<file path="config.mk">
export PLATFORM = sky130hd
export DESIGN_NAME = crlf_decimal_int64_parser
export DESIGN_NICKNAME = d
export VERILOG_FILES = /design/src/sv/crlf_int_pkg.sv /design/src/sv/crlf_decimal_int64_parser.sv
export SDC_FILE = /design/constraint.sdc
export NUM_CORES = 1
export LEC_CHECK = 0
export BUFFER_PORTS_ARGS = -buffer_cell sky130_fd_sc_hd__buf_2
export CAP_MARGIN = 25
export CORE_MARGIN = 10
export CORE_UTILIZATION = 55
export DETAILED_ROUTE_END_ITERATION = 6
export PLACE_DENSITY = 0.73
export SYNTH_ARGS = -nofsm -noshare
export SYNTH_HDL_FRONTEND = slang
export SYNTH_SLANG_ARGS = --single-unit
</file>
<file path="constraint.sdc">
create_clock -name aclk -period 17.5 [get_ports aclk]
set_clock_uncertainty 0.1 [all_clocks]
set_input_delay 3.5 -clock aclk [delete_from_list [all_inputs] [get_ports aclk]]
set_output_delay 3.5 -clock aclk [all_outputs]
set_load 0.005 [all_outputs]
</file>
<file path="src/sv/crlf_int_pkg.sv">
// ============================================================================
// crlf_int_pkg: shared types and constants for the CRLF decimal parser
// Parse phases, result status codes and the ASCII and range constants used
// by the digit accumulate step.
// ============================================================================
package crlf_int_pkg;

    // Parse phase
    typedef enum logic [1:0] {
        PH_FIRST       = 2'd0,   // awaiting first byte
        PH_AFTER_MINUS = 2'd1,   // digit expected after '-'
        PH_MORE        = 2'd2,   // CR or another digit expected
        PH_SKIP        = 2'd3    // byte after CR, result goes out on it
    } phase_t;

    // Result status
    typedef enum logic [1:0] {
        ST_OK   = 2'd0,
        ST_OVF  = 2'd1,
        ST_LONG = 2'd2
    } status_t;

    localparam int unsigned VALUE_W  = 64;
    localparam int unsigned BYTE_W   = 8;
    localparam int unsigned COUNT_W  = 5;
    localparam int unsigned DIGIT_W  = 9;

    localparam logic [COUNT_W-1:0] MAX_DIGITS = 5'd21;
    localparam logic [COUNT_W-1:0] COUNT_SAT  = 5'd31;

    localparam logic [BYTE_W-1:0] CHAR_MINUS = 8'h2D;
    localparam logic [BYTE_W-1:0] CHAR_CR    = 8'h0D;
    localparam logic signed [DIGIT_W-1:0] CHAR_ZERO = 9'sd48;

    // acc * 10 stays in range only between these bounds (truncated division)
    localparam logic signed [VALUE_W-1:0] ACC_HI = 64'sd922337203685477580;
    localparam logic signed [VALUE_W-1:0] ACC_LO = -64'sd922337203685477580;

endpackage

</file>
<file path="src/sv/crlf_decimal_int64_parser.sv">
// ============================================================================
// crlf_decimal_int64_parser: signed decimal parser, one byte/cycle unless held
// Accumulates digit bytes into a signed 64-bit value, ends on CR plus one
// skipped byte, reports overflow and too-long numbers.
// ============================================================================
// Usage:
//   Input channel (s_valid/s_ready/s_in_byte) takes one stream byte per
//   request. An optional leading '-' negates the number; every byte in a
//   digit position adds (code - 48) to value*10. After CR the next byte is
//   skipped and the result request (m_value, m_status) is issued on it.
//   Overflow (status 1) or a 22nd digit-position byte (status 2) ends the
//   number at once with value 0. After every result the parser restarts.
//   m_valid rises in the cycle after the accepted byte that ends a number.
//   Throughput: one byte per cycle while results are taken as they come;
//   a result waiting on m_ready holds the input, whatever the next byte is.
//   The accumulate step (x10 by shift-add, add, range checks) is the
//   combinational logic that sets the rate.
//   Stall: with a result held and m_ready low, s_ready drops so no second
//   result can be lost; it rises again in the cycle m_ready is seen.
//   Reset (aresetn low, synchronous): parser returns to its start phase,
//   accumulator and digit count clear, no result pending.
// ============================================================================
module crlf_decimal_int64_parser (
    input  logic                                 aclk,
    input  logic                                 aresetn,
    input  logic                                 s_valid,
    output logic                                 s_ready,
    input  logic [crlf_int_pkg::BYTE_W-1:0]      s_in_byte,
    output logic                                 m_valid,
    input  logic                                 m_ready,
    output logic signed [crlf_int_pkg::VALUE_W-1:0] m_value,
    output logic [1:0]                           m_status
);
    import crlf_int_pkg::*;

    phase_t                      phase_reg, phase_next;
    logic signed [VALUE_W-1:0]   acc_reg, acc_next;
    logic                        neg_reg, neg_next;
    logic [COUNT_W-1:0]          count_reg, count_next;

    logic                        out_valid_reg, out_valid_next;
    logic signed [VALUE_W-1:0]   out_value_reg, out_value_next;
    status_t                     out_status_reg, out_status_next;

    logic                        accept;
    logic                        emit;
    status_t                     emit_status;
    logic signed [VALUE_W-1:0]   emit_value;

    // Digit step datapath
    logic signed [DIGIT_W-1:0]   digit;
    logic signed [VALUE_W-1:0]   acc_x10;
    logic [VALUE_W:0]            sum;
    logic                        mul_ovf;
    logic                        add_ovf;

    assign s_ready = !out_valid_reg || m_ready;
    assign accept  = s_valid && s_ready;

    assign digit   = $signed({1'b0, s_in_byte}) - CHAR_ZERO;
    assign acc_x10 = (acc_reg <<< 3) + (acc_reg <<< 1);
    assign mul_ovf = (acc_reg > ACC_HI) || (acc_reg < ACC_LO);
    assign sum     = {acc_x10[VALUE_W-1], acc_x10}
                   + {{(VALUE_W+1-DIGIT_W){digit[DIGIT_W-1]}}, digit};
    assign add_ovf = sum[VALUE_W] ^ sum[VALUE_W-1];

    // Parse state register
    always_ff @(posedge aclk) begin
        if (!aresetn) begin
            phase_reg <= PH_FIRST;
            acc_reg   <= '0;
            neg_reg   <= 1'b0;
            count_reg <= '0;
        end else begin
            phase_reg <= phase_next;
            acc_reg   <= acc_next;
            neg_reg   <= neg_next;
            count_reg <= count_next;
        end
    end

    // Next parse state and result
    always_comb begin
        phase_next  = phase_reg;
        acc_next    = acc_reg;
        neg_next    = neg_reg;
        count_next  = count_reg;
        emit        = 1'b0;
        emit_status = ST_OK;
        emit_value  = '0;

        if (accept) begin
            unique case (phase_reg)
                PH_FIRST, PH_AFTER_MINUS, PH_MORE: begin
                    priority if (phase_reg == PH_FIRST && s_in_byte == CHAR_MINUS) begin
                        neg_next   = 1'b1;
                        phase_next = PH_AFTER_MINUS;
                    end else if (phase_reg == PH_MORE && count_reg >= MAX_DIGITS) begin
                        emit        = 1'b1;
                        emit_status = ST_LONG;
                    end else if (phase_reg == PH_MORE && s_in_byte == CHAR_CR) begin
                        phase_next = PH_SKIP;
                    end else if (mul_ovf || add_ovf) begin
                        emit        = 1'b1;
                        emit_status = ST_OVF;
                    end else begin
                        acc_next   = sum[VALUE_W-1:0];
                        count_next = (count_reg < COUNT_SAT) ? count_reg + 1'b1 : count_reg;
                        phase_next = PH_MORE;
                    end
                end
                PH_SKIP: begin
                    emit       = 1'b1;
                    emit_value = neg_reg ? -acc_reg : acc_reg;
                end
                default: begin
                    phase_next = PH_FIRST;
                end
            endcase

            // Any result restarts the parser
            if (emit) begin
                phase_next = PH_FIRST;
                acc_next   = '0;
                neg_next   = 1'b0;
                count_next = '0;
            end
        end
    end

    // Result register
    always_comb begin
        out_valid_next  = out_valid_reg && !m_ready;
        out_value_next  = out_value_reg;
        out_status_next = out_status_reg;
        if (emit) begin
            out_valid_next  = 1'b1;
            out_value_next  = emit_value;
            out_status_next = emit_status;
        end
    end

    always_ff @(posedge aclk) begin
        if (!aresetn) begin
            out_valid_reg <= 1'b0;
        end else begin
            out_valid_reg <= out_valid_next;
        end
    end

    always_ff @(posedge aclk) begin
        out_value_reg  <= out_value_next;
        out_status_reg <= out_status_next;
    end

    assign m_valid  = out_valid_reg;
    assign m_value  = out_value_reg;
    assign m_status = out_status_reg;

`ifndef SYNTHESIS
    // Error results always carry a zero value
    assert property (@(posedge aclk) disable iff (!aresetn)
        (m_valid && m_status != ST_OK) |-> (m_value == '0))
        else $error("error result with nonzero value");

    // A byte taken in the skip phase always produces a result
    assert property (@(posedge aclk) disable iff (!aresetn)
        (accept && phase_reg == PH_SKIP) |=> m_valid)
        else $error("skip byte did not produce a result");

    // Start phase implies a cleared accumulator and digit count
    assert property (@(posedge aclk) disable iff (!aresetn)
        (phase_reg == PH_FIRST) |-> (acc_reg == '0 && count_reg == '0 && !neg_reg))
        else $error("start phase with stale parse state");

    // Digit count never passes the length limit
    assert property (@(posedge aclk) disable iff (!aresetn)
        count_reg <= MAX_DIGITS)
        else $error("digit count beyond limit");
`endif

endmodule

</file>
# == After elaboration in Yosys (flattened, before gate mapping) ==
# Cells that the tools add are included.
# totals
output_inout_bits,68
ff_bits,139
wordCells,87
inputBits,12
# classes
eq_ne,11
bitwise,3
magnitude_cmp,4
muxes,34
add_sub_neg,5
n_reduce_logical,22
# ops
op,n
$mux W64,7
$add A64 B9 Y65,1
$add A64 B64 Y64,1
$gt A64 B61 Y1 const B,1
$lt A64 B61 Y1 const B,1
$neg A64 Y64,1
$mux W5,7
$mux W2,7
$mux W1,12
$sub A8 B6 Y9 const B,1
$eq A8 B4 Y1 const B,1
$eq A8 B6 Y1 const B,1
$ne A2 B1 Y1 const B,4
$reduce_and A7 Y1,1
$reduce_and A6 Y1,1
$reduce_bool A2 Y1,3
$reduce_or A3 Y1,2
$add A5 B1 Y5 const B,1
$ge A5 B5 Y1 const B,1
$logic_and A1 B1 Y1,5
$lt A5 B5 Y1 const B,1
$reduce_or A5 Y1,1
$eq A2 B2 Y1 const B,2
$ne A4 B3 Y1 const B,1
11 further kinds,15

# == Logic depth before layout (Yosys ltp) ==
# Gate-level depths: netlist of run 1.
# depth
word_depth,12
ltp_mapped,26
depth_no_buf,24

# == Worst setup path before layout of run 1 ==
# Ideal clock, no wire load.
# synth_path
path_kind,input port to flip-flop
startpoint,input port s_in_byte[4] (netlist bit)
endpoint,"register out_status_reg[0], in the netlist m_status[0] (enable)"
cell_stages,13
setup_ns,0.594
t_required_ns,16.806
arrival_ns,14.685
slack_ns,2.121
n_path_buf,1
cell_sequence,ha_1 -> nor3_1 -> ha_1 -> clkbuf_1 -> a21oi_1 -> o21ai_0 -> a221o_1 -> a21o_1 -> a221oi_1 -> a211oi_1 -> o21ai_0 -> a21oi_1 -> a21boi_0
# synth_via
elab_chain_cells,11
elab_cells_between_ends,15
cone_classes,2 x add/sub; 2 x eq/ne; 7 x mux; 1 x bitwise; 3 x reduce/logical
# synth_rtl
item,line_no,rtl
start: declaration,crlf_decimal_int64_parser.sv:28,"input logic [crlf_int_pkg::BYTE_W-1:0] s_in_byte,"
$sub A8 B6 Y9,crlf_decimal_int64_parser.sv:60,"assign digit = $signed({1'b0, s_in_byte}) - CHAR_ZERO;"
$add A64 B9 Y65,crlf_decimal_int64_parser.sv:64,"+ {{(VALUE_W+1-DIGIT_W){digit[DIGIT_W-1]}}, digit};"
$xor A1 B1 Y1,crlf_decimal_int64_parser.sv:65,assign add_ovf = sum[VALUE_W] ^ sum[VALUE_W-1];
$logic_or A1 B1 Y1,crlf_decimal_int64_parser.sv:103,end else if (mul_ovf || add_ovf) begin
$mux W1,crlf_decimal_int64_parser.sv:103,
$mux W1,crlf_decimal_int64_parser.sv:101,end else if (phase_reg == PH_MORE && s_in_byte == CHAR_CR) begin
$mux W1,crlf_decimal_int64_parser.sv:98,end else if (phase_reg == PH_MORE && count_reg >= MAX_DIGITS) begin
$mux W1 (*),crlf_decimal_int64_parser.sv:95,priority if (phase_reg == PH_FIRST && s_in_byte == CHAR_MINUS) begin
$pmux W1 S2 (*),crlf_decimal_int64_parser.sv:93,unique case (phase_reg)
$mux W1 (*) (2 in a row),crlf_decimal_int64_parser.sv:92,if (accept) begin
net emit,crlf_decimal_int64_parser.sv:46,logic emit;
end signal: assignment,crlf_decimal_int64_parser.sv:153,out_status_reg <= out_status_next;
end: declaration,crlf_decimal_int64_parser.sv:43,"status_t out_status_reg, out_status_next;"
# The timed path passes the listed nets; every way through them passes the cells marked *. The select of a mux whose other input is x is not followed.
# A chain may end at the register's enable or synchronous reset.

# == Final worst setup path of run 1 ==
# layout_path
startpoint,input port s_in_byte[4] (netlist bit)
endpoint,register acc_reg[49]
# layout_via
elab_chain_cells,12
elab_cells_between_ends,26
cone_classes,2 x add/sub; 6 x eq/ne; 12 x mux; 1 x bitwise; 5 x reduce/logical
# layout_rtl
item,line_no,rtl
$sub A8 B6 Y9,crlf_decimal_int64_parser.sv:60,
$add A64 B9 Y65,crlf_decimal_int64_parser.sv:64,
$xor A1 B1 Y1,crlf_decimal_int64_parser.sv:65,
$logic_or A1 B1 Y1,crlf_decimal_int64_parser.sv:103,
$mux W1,crlf_decimal_int64_parser.sv:103,
$mux W1,crlf_decimal_int64_parser.sv:101,
$mux W1,crlf_decimal_int64_parser.sv:98,
$mux W1,crlf_decimal_int64_parser.sv:95,
$pmux W1 S2,crlf_decimal_int64_parser.sv:93,
$mux W1,crlf_decimal_int64_parser.sv:92,
$ne A2 B1 Y1 (no source line) / $reduce_bool A2 Y1 (equally long branches),-,
$reduce_and A6 Y1 (no source line),-,
end signal: assignment,crlf_decimal_int64_parser.sv:76,acc_reg <= acc_next;
end: declaration,crlf_decimal_int64_parser.sv:37,"logic signed [VALUE_W-1:0] acc_reg, acc_next;"
# Several ways; a longest one is shown, not always the timed one. The select of a mux whose other input is x is not followed.

==> run summary, run 1 <==
Area of the multi-input gates: 0.01007 sq mm
Status: complete, no violations
Post-synth EDFFs: 66
Cts bufs inserted: 17
Syn avg cell area: 7.711 sq um
Tot GR Track Use: 24.26%
Post-CTS Hold Buffers: 0
Top cell type's share of synthesized area: 14.11%
Row cnt: 58
Power Density: 197.8 mW/mm^2
Syn-to-layout area delta: 8.372%
CP required: 17.73 ns
Arrival time worst endpoint: 8.64 ns
Htree depth: 4
Ys async rst share: 0%
Slew Limit Fails: 0
Peak fanout along the critical path: 59
Register area share after synthesis: 24.51%
Setup WS pre-CTS: 8.728 ns
Area of the core: 0.02518 sq mm
Tightest hold margin: 0.4168 ns
Worst VDD drop: 101.1 uV
Fillers: 2264
RSZ-0062 raised after global routing: false
Leading area contributor after synthesis: edfxtp_1
Crit end category: flop
Syn nets: 1968
Via Count: 13920
Slew @ Worst Pin: 0.8894 ns
Vias per std cell: 6.379
Post_cts resized: 0
Clock buffer depth: 2
Global placer's final weighted congestion: 0.9543
Antenna-violating nets left: 0
CTS tree: built
Slew HR: 40.08%
Drt drc: 0
Leak: 6.591 nW
Yosys cell types: 71
Port bufs: 79
Main synth FF type: dfxtp_1
Die Span Y: 179.8 um
Synth area leaders: edfxtp_1, ha_1, dfxtp_1
Die W: 179.8 um
Root Buffer: clkbuf_16
Die ar.: 0.03234 sq mm
WL final: 41480 um
Worst setup margin: 9.092 ns
Setup TNS: 0 ns
Postcts setup bufs: 0
Crit path launch type: input port
Worst min path class: reg2reg
# IOs: 80
Global-route wire length before repair: 65980 um
Final min period: 8.408 ns
Initial Util: 55.79%
Fin crit share: 48.05%
Final count of hold timing violations: 0
Sequential Area: 0.003445 sq mm
Number of synthesis warnings: 0
Clk pin slew, worst setup/hold paths: 0.06 ns
Largest net degree at the start of global routing: 68
Fin nets: 1985
Fmax: 118.9 MHz
Number of global-route vias before repair: 12490
Initial antenna violation count: 0
Cell count after synthesis: 1822
Number of max-cap violations: 0
WL per Instance: 19.01 um
WS Path Type: in2reg
Overflow after GRT: 0
Initial DRC count: 1536
Diode count: 0
#FFs+latches synth: 139
Util after Layout: 60.46%
Post-DP HPWL: 32380 um
Synth Cell Area: 0.01405 sq mm
Worst skew pair latency: 0.42 ns
CTS sink count: 139
Total Power: 3.012 mW
First-pass iteration count of the detailed router: 6
Endpoints failing setup: 0
Layout cells sized above 1: 8.045%
## worst max-delay path, cell delays in order
cell	delay, ns
buf_2	0.11
ha_1	0.23
nor3_2	0.11
buf_4	0.63
ha_1	0.43
a21oi_1	0.21
o21ai_0	0.13
a221o_1	0.31
a21o_1	0.19
a221oi_1	0.50
a211oi_1	0.25
or4b_1	0.58
nand2_1	0.42
inv_1	0.32
buf_4	0.35
o31ai_1	0.27
## worst paths after layout
| check | startpoint | slack (ns) | endpoint | depth (start not counted) |
|---|---|---|---|---|
| setup / recovery | s_in_byte[4] | 9.09 | acc_reg[49]$_SDFFE_PN0P_ | 16 |
| hold reg to reg | count_reg[4]$_SDFFE_PN0P_ | 0.42 | count_reg[4]$_SDFFE_PN0P_ | 2 |
| setup reg to reg | acc_reg[10]$_SDFFE_PN0P_ | 9.82 | acc_reg[49]$_SDFFE_PN0P_ | 23 |
| hold / removal | count_reg[4]$_SDFFE_PN0P_ | 0.42 | count_reg[4]$_SDFFE_PN0P_ | 2 |
## cells in the final DEF (no fill, tap or decap), drive strengths merged, types with 10 or more instances in the layout
cell type  instances
or2               14
o211ai            13
or3               11
o31ai             21
a22o              10
ha               132
o21bai            33
nand3             32
a21oi            170
nor4              19
inv               65
nor2             167
and3              15
clkbuf            18
xnor2             70
dfxtp             73
o21ai            166
and2              14
a211oi            15
nand2            199
xor2             107
a21o              87
buf               87
edfxtp            66
a31oi             23
nor3              32
nor2b             14
nand4             53
o21a              13
## report_power, final
group          switching [mW]  internal (mW)  leakage (nW)
Clock                   0.153          0.214         0.288
Combinational            1.21          0.702          5.08
Sequential              0.226          0.506          1.22
Total                    1.59           1.42          6.59
## area by class of cell
class                      count  area share [%]
multi-input combinational   1535           66.14
sequential                   139           22.62
timing repair buffer          88           3.238
clock buffer                  18           2.819
tap                          330           2.712
inverter                      58           1.430
clock inverter                14           1.044
## kinds of logic after synthesis
| group | after synthesis | share of synthesized area (%) |
|---|---|---|
| compound gates | 609 | 27.07 |
| xor+xnor | 177 | 11.03 |
| fa+ha+maj | 134 | 12.04 |
| buf+inv | 148 | 4.025 |
| flops | 139 | 24.51 |
| mux | 4 | 0.2939 |
| simple gates | 611 | 21.03 |
## synth_stat cells, types with 4 or more instances
| cell type | instances |
|---|---|
| nor4b_1 | 4 |
| nor2_1 | 167 |
| edfxtp_1 | 66 |
| and3_1 | 15 |
| nor4_1 | 18 |
| clkbuf_1 | 84 |
| inv_1 | 58 |
| o21ai_0 | 166 |
| a21oi_1 | 170 |
| and4_1 | 5 |
| or2_2 | 14 |
| o21a_1 | 13 |
| o211a_1 | 4 |
| and2_1 | 14 |
| nand4_1 | 53 |
| xor2_1 | 107 |
| or3_1 | 10 |
| nor2b_1 | 14 |
| a21boi_0 | 5 |
| xnor2_1 | 70 |
| a211o_1 | 6 |
| a21o_1 | 87 |
| nand2_1 | 199 |
| nand3_1 | 32 |
| o31a_1 | 5 |
| ha_1 | 132 |
| o41ai_1 | 4 |
| a22o_1 | 10 |
| a311oi_1 | 6 |
| o211ai_1 | 13 |
| o21bai_1 | 33 |
| a211oi_1 | 15 |
| or4_1 | 4 |
| a31oi_1 | 23 |
| o31ai_1 | 20 |
| nand2b_1 | 7 |
| dfxtp_1 | 73 |
| nand4b_1 | 4 |
| nand3b_1 | 4 |
| nor3_1 | 32 |
## metal layers
metal	wire length [um]	vias up	global-route usage [%]
met3	4087	47	4.598
met1	19240	6485	35.45
met5	0	-	0
met2	17420	643	35.37
met4	730	0	6.814
li1	-	6745	-
## metrics by stage
step	cells	instance area, sq um
floorplan	1822	14050
global placement	2147	14590
detailed placement	2148	14610
CTS	2180	15190
global route	2182	15230
finish	2182	15230
Power figures use the tool's default switching activity.
==> inputs of run 2 (changes only) <==
--- a/config.mk
+++ b/config.mk
@@ -10,7 +10,7 @@
 export CORE_MARGIN = 10
 export CORE_UTILIZATION = 55
 export DETAILED_ROUTE_END_ITERATION = 6
-export PLACE_DENSITY = 0.73
+export PLACE_DENSITY = 0.76
 export SYNTH_ARGS = -nofsm -noshare
 export SYNTH_HDL_FRONTEND = slang
 export SYNTH_SLANG_ARGS = --single-unit
==> constraint.sdc (replaced) <==
create_clock -name aclk -period 7.05 [get_ports aclk]
set_clock_uncertainty 0.1 [all_clocks]
set_input_delay 1.41 -clock aclk [delete_from_list [all_inputs] [get_ports aclk]]
set_output_delay 1.41 -clock aclk [all_outputs]
set_load 0.005 [all_outputs]
==> run summary, run 2 (synthesis results as in run 1) <==
Initial Util: 55.79% (unchanged)
RSZ-0062 raised after global routing: false
Diode count: 0 (unchanged)
Min-Delay Path Depth: 2 (unchanged)
Setup WS pre-CTS: 0.4147 ns (-8.314 ns)
Syn-to-layout area delta: 9.475%
Endpoints failing setup: 0 (unchanged)
Crit path launch type: flop
Slew HR: 43.54% (+3.5 points)
Crit end category: flop
Status: finished with violations
Worst setup margin: 0.4479 ns (-8.644 ns)
Fillers: 2239 (-1.1%)
Most common cell after layout, fill and taps aside: nand2_1
Cts bufs inserted: 17 (unchanged)
Die Span Y: 179.8 um (unchanged)
CTS sink count: 139 (unchanged)
Final min period: 6.602 ns
Via Count: 14010 (+0.63%)
Peak fanout along the critical path: 51 (-14%)
Cell area after layout: 0.01538 sq mm (+1.0%)
Post-CTS Hold Buffers: 0 (unchanged)
Tightest hold margin: 0.4290 ns (+0.01213 ns)
Failing checks: DRC
Port bufs: 79 (unchanged)
Number of global-route vias before repair: 12640 (+1.3%)
Commonest cells after routing, fill and taps aside: nand2_1, a21oi_1, nor2_1
CTS tree: built
Initial antenna violation count: 0 (unchanged)
Layout cells sized above 1: 9.139% (+1.1 points)
Slowest-stage cell, CP: dfxtp_1
Postcts setup bufs: 0 (unchanged)
Global placer's final weighted congestion: 0.9617 (+0.78%)
Clock buffer depth: 2 (unchanged)
Leak: 6.667 nW (+1.2%)
Util after Layout: 61.08% (+0.62 points)
Number of max-cap violations: 0 (unchanged)
Placed cell areas: 0.01477 sq mm (+1.2%)
CP required: 7.29 ns (-10.44 ns)
Slew Limit Fails: 0 (unchanged)
Worst skew pair latency: 0.43 ns (about the same)
Root Buffer: clkbuf_16
Antenna-violating nets left: 0 (unchanged)
Arrival time worst endpoint: 6.85 ns (-1.79 ns)
Fmax: 151.5 MHz
First-pass iteration count of the detailed router: 7 (+1)
WL per Instance: 19.53 um (+2.8%)
Worst VDD drop: 227.4 uV (+120%)
# IOs: 80 (unchanged)
Power Density: 490.4 mW/mm^2 (+150%)
Area of the core: 0.02518 sq mm (unchanged)
Final count of hold timing violations: 0 (unchanged)
Die W: 179.8 um (unchanged)
Vias per std cell: 6.364 (-0.24%)
Post-DP HPWL: 33720 um (+4.1%)
Die ar.: 0.03234 sq mm (unchanged)
Fin nets: 2004 (+0.96%)
Setup TNS: 0 ns (unchanged)
Largest net degree at the start of global routing: 65 (-4.4%)
Reg2reg path depth: 25 (+8.7%)
Overflow after GRT: 0 (unchanged)
Clk pin slew, worst setup/hold paths: 0.07 ns (about the same)
Htree depth: 4 (unchanged)
WS Path Type: reg2reg
Row cnt: 58 (unchanged)
Most used cell, CP: a21o_1
Max stage delay on crit path: 0.55 ns (-0.08 ns)
Initial DRC count: 1358 (-12%)
Global-route wire length before repair: 68080 um (+3.2%)
Drt drc: 1 (+1)
Slew @ Worst Pin: 0.8392 ns (-0.05023 ns)
WL final: 42990 um (+3.6%)
Tot GR Track Use: 25.16% (+0.90 points)
Worst min path class: reg2reg
Fin crit share: 93.65%
[run 2: critical path, delay by kind of cell (launching register included)]
family                   cells  cell delay (ns)
AO/OA/AOI/OAI               14             3.16
XOR/XNOR                     1             0.19
adder cells (fa/ha/maj)      3             1.01
buffers and inverters        3             0.39
flip-flops                   1             0.55
AND/OR/NAND/NOR              4             1.11
[run 2: final cells by class]
| cell class | instances | area, sq um | area share, % |
|---|---|---|---|
| multi-input cells | 1535 | 10090 | 65.57 |
| flip-flops and latches | 139 | 3445 | 22.39 |
| repair buffers | 107 | 643.1 | 4.181 |
| clock buffers | 17 | 425.4 | 2.766 |
| well taps | 330 | 412.9 | 2.684 |
| inverters | 58 | 217.7 | 1.415 |
| clock inverters | 15 | 151.4 | 0.9843 |
[run 2: what timing repair did]
action / CTS / global route
endpoints found under the setup margin: 0 / 106
resized for setup: 0 / 2
endpoints found under the hold margin: 0 / 0
[run 2: stage by stage]
step                power [mW]  std cells
floorplan                5.086       1822
global placement         6.440       2168
detailed placement       6.507       2168
CTS                      7.424       2200
global route             8.099       2201
finish                   7.543       2201
[run 2: routing by layer]
metal  track usage, %  vias to the layer above  part of all wire [%]
li1                 -                     6772                     -
met1            37.14                     6547                    46
met2            36.68                      637                    42
met3            4.418                       52                   9.7
met4            6.550                        0                   2.2
met5                0                        -                     0
[run 2: worst paths after layout]
| kind | from | end | slack (ns) |
|---|---|---|---|
| worst max-delay path | acc_reg[2]$_SDFFE_PN0P_ | acc_reg[57]$_SDFFE_PN0P_ | 0.45 |
| worst min-delay path | count_reg[4]$_SDFFE_PN0P_ | count_reg[4]$_SDFFE_PN0P_ | 0.43 |
| worst max register to register | acc_reg[2]$_SDFFE_PN0P_ | acc_reg[57]$_SDFFE_PN0P_ | 0.45 |
| worst min register to register | count_reg[4]$_SDFFE_PN0P_ | count_reg[4]$_SDFFE_PN0P_ | 0.43 |
[run 2: power by group]
part	internal [mW]	total [mW]	switching [mW]
clock	0.499	0.912	0.413
combinational	1.81	4.91	3.10
sequential	1.25	1.72	0.466
total	3.56	7.54	3.98
==> inputs of run 3 (changes only) <==
--- a/config.mk
+++ b/config.mk
@@ -8,9 +8,8 @@
 export BUFFER_PORTS_ARGS = -buffer_cell sky130_fd_sc_hd__buf_2
 export CAP_MARGIN = 25
 export CORE_MARGIN = 10
-export CORE_UTILIZATION = 55
+export CORE_UTILIZATION = 45
 export DETAILED_ROUTE_END_ITERATION = 6
-export PLACE_DENSITY = 0.76
 export SYNTH_ARGS = -nofsm -noshare
 export SYNTH_HDL_FRONTEND = slang
 export SYNTH_SLANG_ARGS = --single-unit
==> run summary, run 3 (synthesis results as in run 1) <==
Diode count: 0 (unchanged)
First-pass iteration count of the detailed router: 5 (-2)
Initial DRC count: 1225 (-9.8%)
Power Density: 490.7 mW/mm^2 (about the same)
Area of the core: 0.03067 sq mm (+22%)
Cts bufs inserted: 17 (unchanged)
Final min period: 6.565 ns (-0.03728 ns)
Antenna-violating nets left: 0 (unchanged)
Worst min path class: reg2reg
Port bufs: 79 (unchanged)
Fin nets: 2023 (+0.95%)
Overflow after GRT: 0 (unchanged)
DP Cell Count: 2249 (+3.7%)
Setup TNS: 0 ns (unchanged)
Slew Limit Fails: 0 (unchanged)
Total Power: 7.686 mW (+1.9%)
Vias per std cell: 6.034 (-5.2%)
Status: complete, no violations
Clock buffer depth: 2 (unchanged)
Drt drc: 0 (-1)
Initial Util: 45.81% (-10 points)
Number of max-cap violations: 0 (unchanged)
Worst VDD drop: 225.2 uV (-0.96%)
Syn-to-layout area delta: 11.49%
Slew HR: 40.87% (-2.7 points)
Tightest hold margin: 0.3910 ns (-0.03799 ns)
Final count of hold timing violations: 0 (unchanged)
Die ar.: 0.03869 sq mm (+20%)
WL per Instance: 19.23 um (-1.5%)
Htree depth: 4 (unchanged)
Peak fanout along the critical path: 40 (-22%)
Clk pin slew, worst setup/hold paths: 0.07 ns (about the same)
Row cnt: 64 (+10%)
Crit end category: flop
Endpoints failing setup: 0 (unchanged)
R2R setup slack: 0.49 ns (+0.04 ns)
Leak: 6.796 nW (+1.9%)
CTS sink count: 139 (unchanged)
Layout cells sized above 1: 9.947% (+0.81 points)
Die W: 196.7 um (+9.4%)
Crit path launch type: flop
Slew @ Worst Pin: 0.8777 ns (+0.03851 ns)
WL final: 43960 um (+2.3%)
Fin crit share: 93.12% (-0.53 points)
CTS tree: built
Commonest cells after routing, fill and taps aside: nand2_1, a21oi_1, nor2_1
Placed cell areas: 0.01499 sq mm (+1.5%)
Post-DP HPWL: 35120 um (+4.2%)
Global placer's final weighted congestion: 0.9447 (-1.8%)
Largest net degree at the start of global routing: 65 (unchanged)
WS Path Type: reg2reg
Arrival time worst endpoint: 6.81 ns (-0.04 ns)
Most common cell after layout, fill and taps aside: nand2_1
Via Count: 13790 (-1.5%)
Final cell count without fillers: 2286 (+3.9%)
Die Span Y: 196.7 um (+9.4%)
Number of global-route vias before repair: 12770 (+1.0%)
Tot GR Track Use: 21.92% (-3.2 points)
Cell area after layout: 0.01566 sq mm (+1.8%)
# IOs: 80 (unchanged)
Initial antenna violation count: 1 (+1)
Fmax: 152.3 MHz (+0.57%)
Worst skew pair latency: 0.43 ns (about the same)
CP required: 7.29 ns (about the same)
Global-route wire length before repair: 69580 um (+2.2%)
Root Buffer: clkbuf_16
-- run 3: cell types whose count changed in the layout (fill, tap and decap cells not counted), sizes merged --
| cell | delta |
|---|---|
| clkinv | +3 |
| buf | +19 |
| bufinv | +2 |
| clkinvlp | -1 |
| clkbuf | +2 |
| inv | -6 |
-- run 3: critical path, cell delays in order, from the launching register on --
cell and delay (ns):
dfxtp_1 0.46, ha_1 0.24, inv_1 0.06, fa_1 0.40
nor2b_1 0.12, o21ai_0 0.12, a21o_1 0.24, a21o_1 0.20
o31a_1 0.36, nand4b_1 0.34, a31oi_1 0.30, o21bai_1 0.13
o31ai_1 0.30, xor2_1 0.19, ha_1 0.35, a21oi_1 0.22
o21ai_0 0.18, a21o_1 0.20, a21o_1 0.17, a311oi_1 0.26
o211ai_1 0.18, or4b_1 0.53, nand2_1 0.11, inv_1 0.20
buf_12 0.25, o31ai_1 0.25
-- run 3: routing by layer --
layer | vias to the layer above | global-route usage [%] | wire, um
met5 | - | 0 | 13
met4 | 2 | 5.220 | 584
met3 | 31 | 3.259 | 3068
met2 | 453 | 31.46 | 17970
met1 | 6500 | 33.35 | 22320
li1 | 6807 | - | -
-- run 3: cell type report --
type	instances	area [sq um]
multi-input cells	1535	10080
flip-flops and latches	139	3445
well taps	396	495.5
clock buffers	19	432.9
repair buffers	126	823.3
fillers	3041	15010
inverters	58	217.7
clock inverters	13	167.7
-- run 3: stage by stage --
stage / worst slack, ns / util [%]
5_1_grt: -0.04502 / 51.07
3_5_place_dp: 0.4058 / 48.89
6_report: 0.4852 / 51.07
4_1_cts: 0.3691 / 50.85
2_1_floorplan: 0.2130 / -
3_3_place_gp: 0.5602 / 48.83
-- run 3: final timing paths --
| kind | start | end | depth (start not counted) |
|---|---|---|---|
| worst max-delay path | acc_reg[2]$_SDFFE_PN0P_ | acc_reg[49]$_SDFFE_PN0P_ | 25 |
| worst min register to register | acc_reg[22]$_SDFFE_PN0P_ | acc_reg[22]$_SDFFE_PN0P_ | 2 |
| worst max register to register | acc_reg[2]$_SDFFE_PN0P_ | acc_reg[49]$_SDFFE_PN0P_ | 25 |
| worst min-delay path | acc_reg[22]$_SDFFE_PN0P_ | acc_reg[22]$_SDFFE_PN0P_ | 2 |
-- run 3: repair_timing --
action | in CTS | in global routing
hold buffers | 0 | 0
buffers inserted | 0 | 4
resized for setup | 0 | 1
hold endpoints to repair | 0 | 0
endpoints found under the setup margin | 0 | 114
-- run 3: where the power goes --
group          internal, mW  switching (mW)  total [mW]  leakage, nW
Combinational          1.91            3.16        5.07         5.29
Sequential             1.25           0.422        1.67         1.22
Clock                 0.560           0.382       0.943        0.288
Total                  3.72            3.97        7.69         6.80
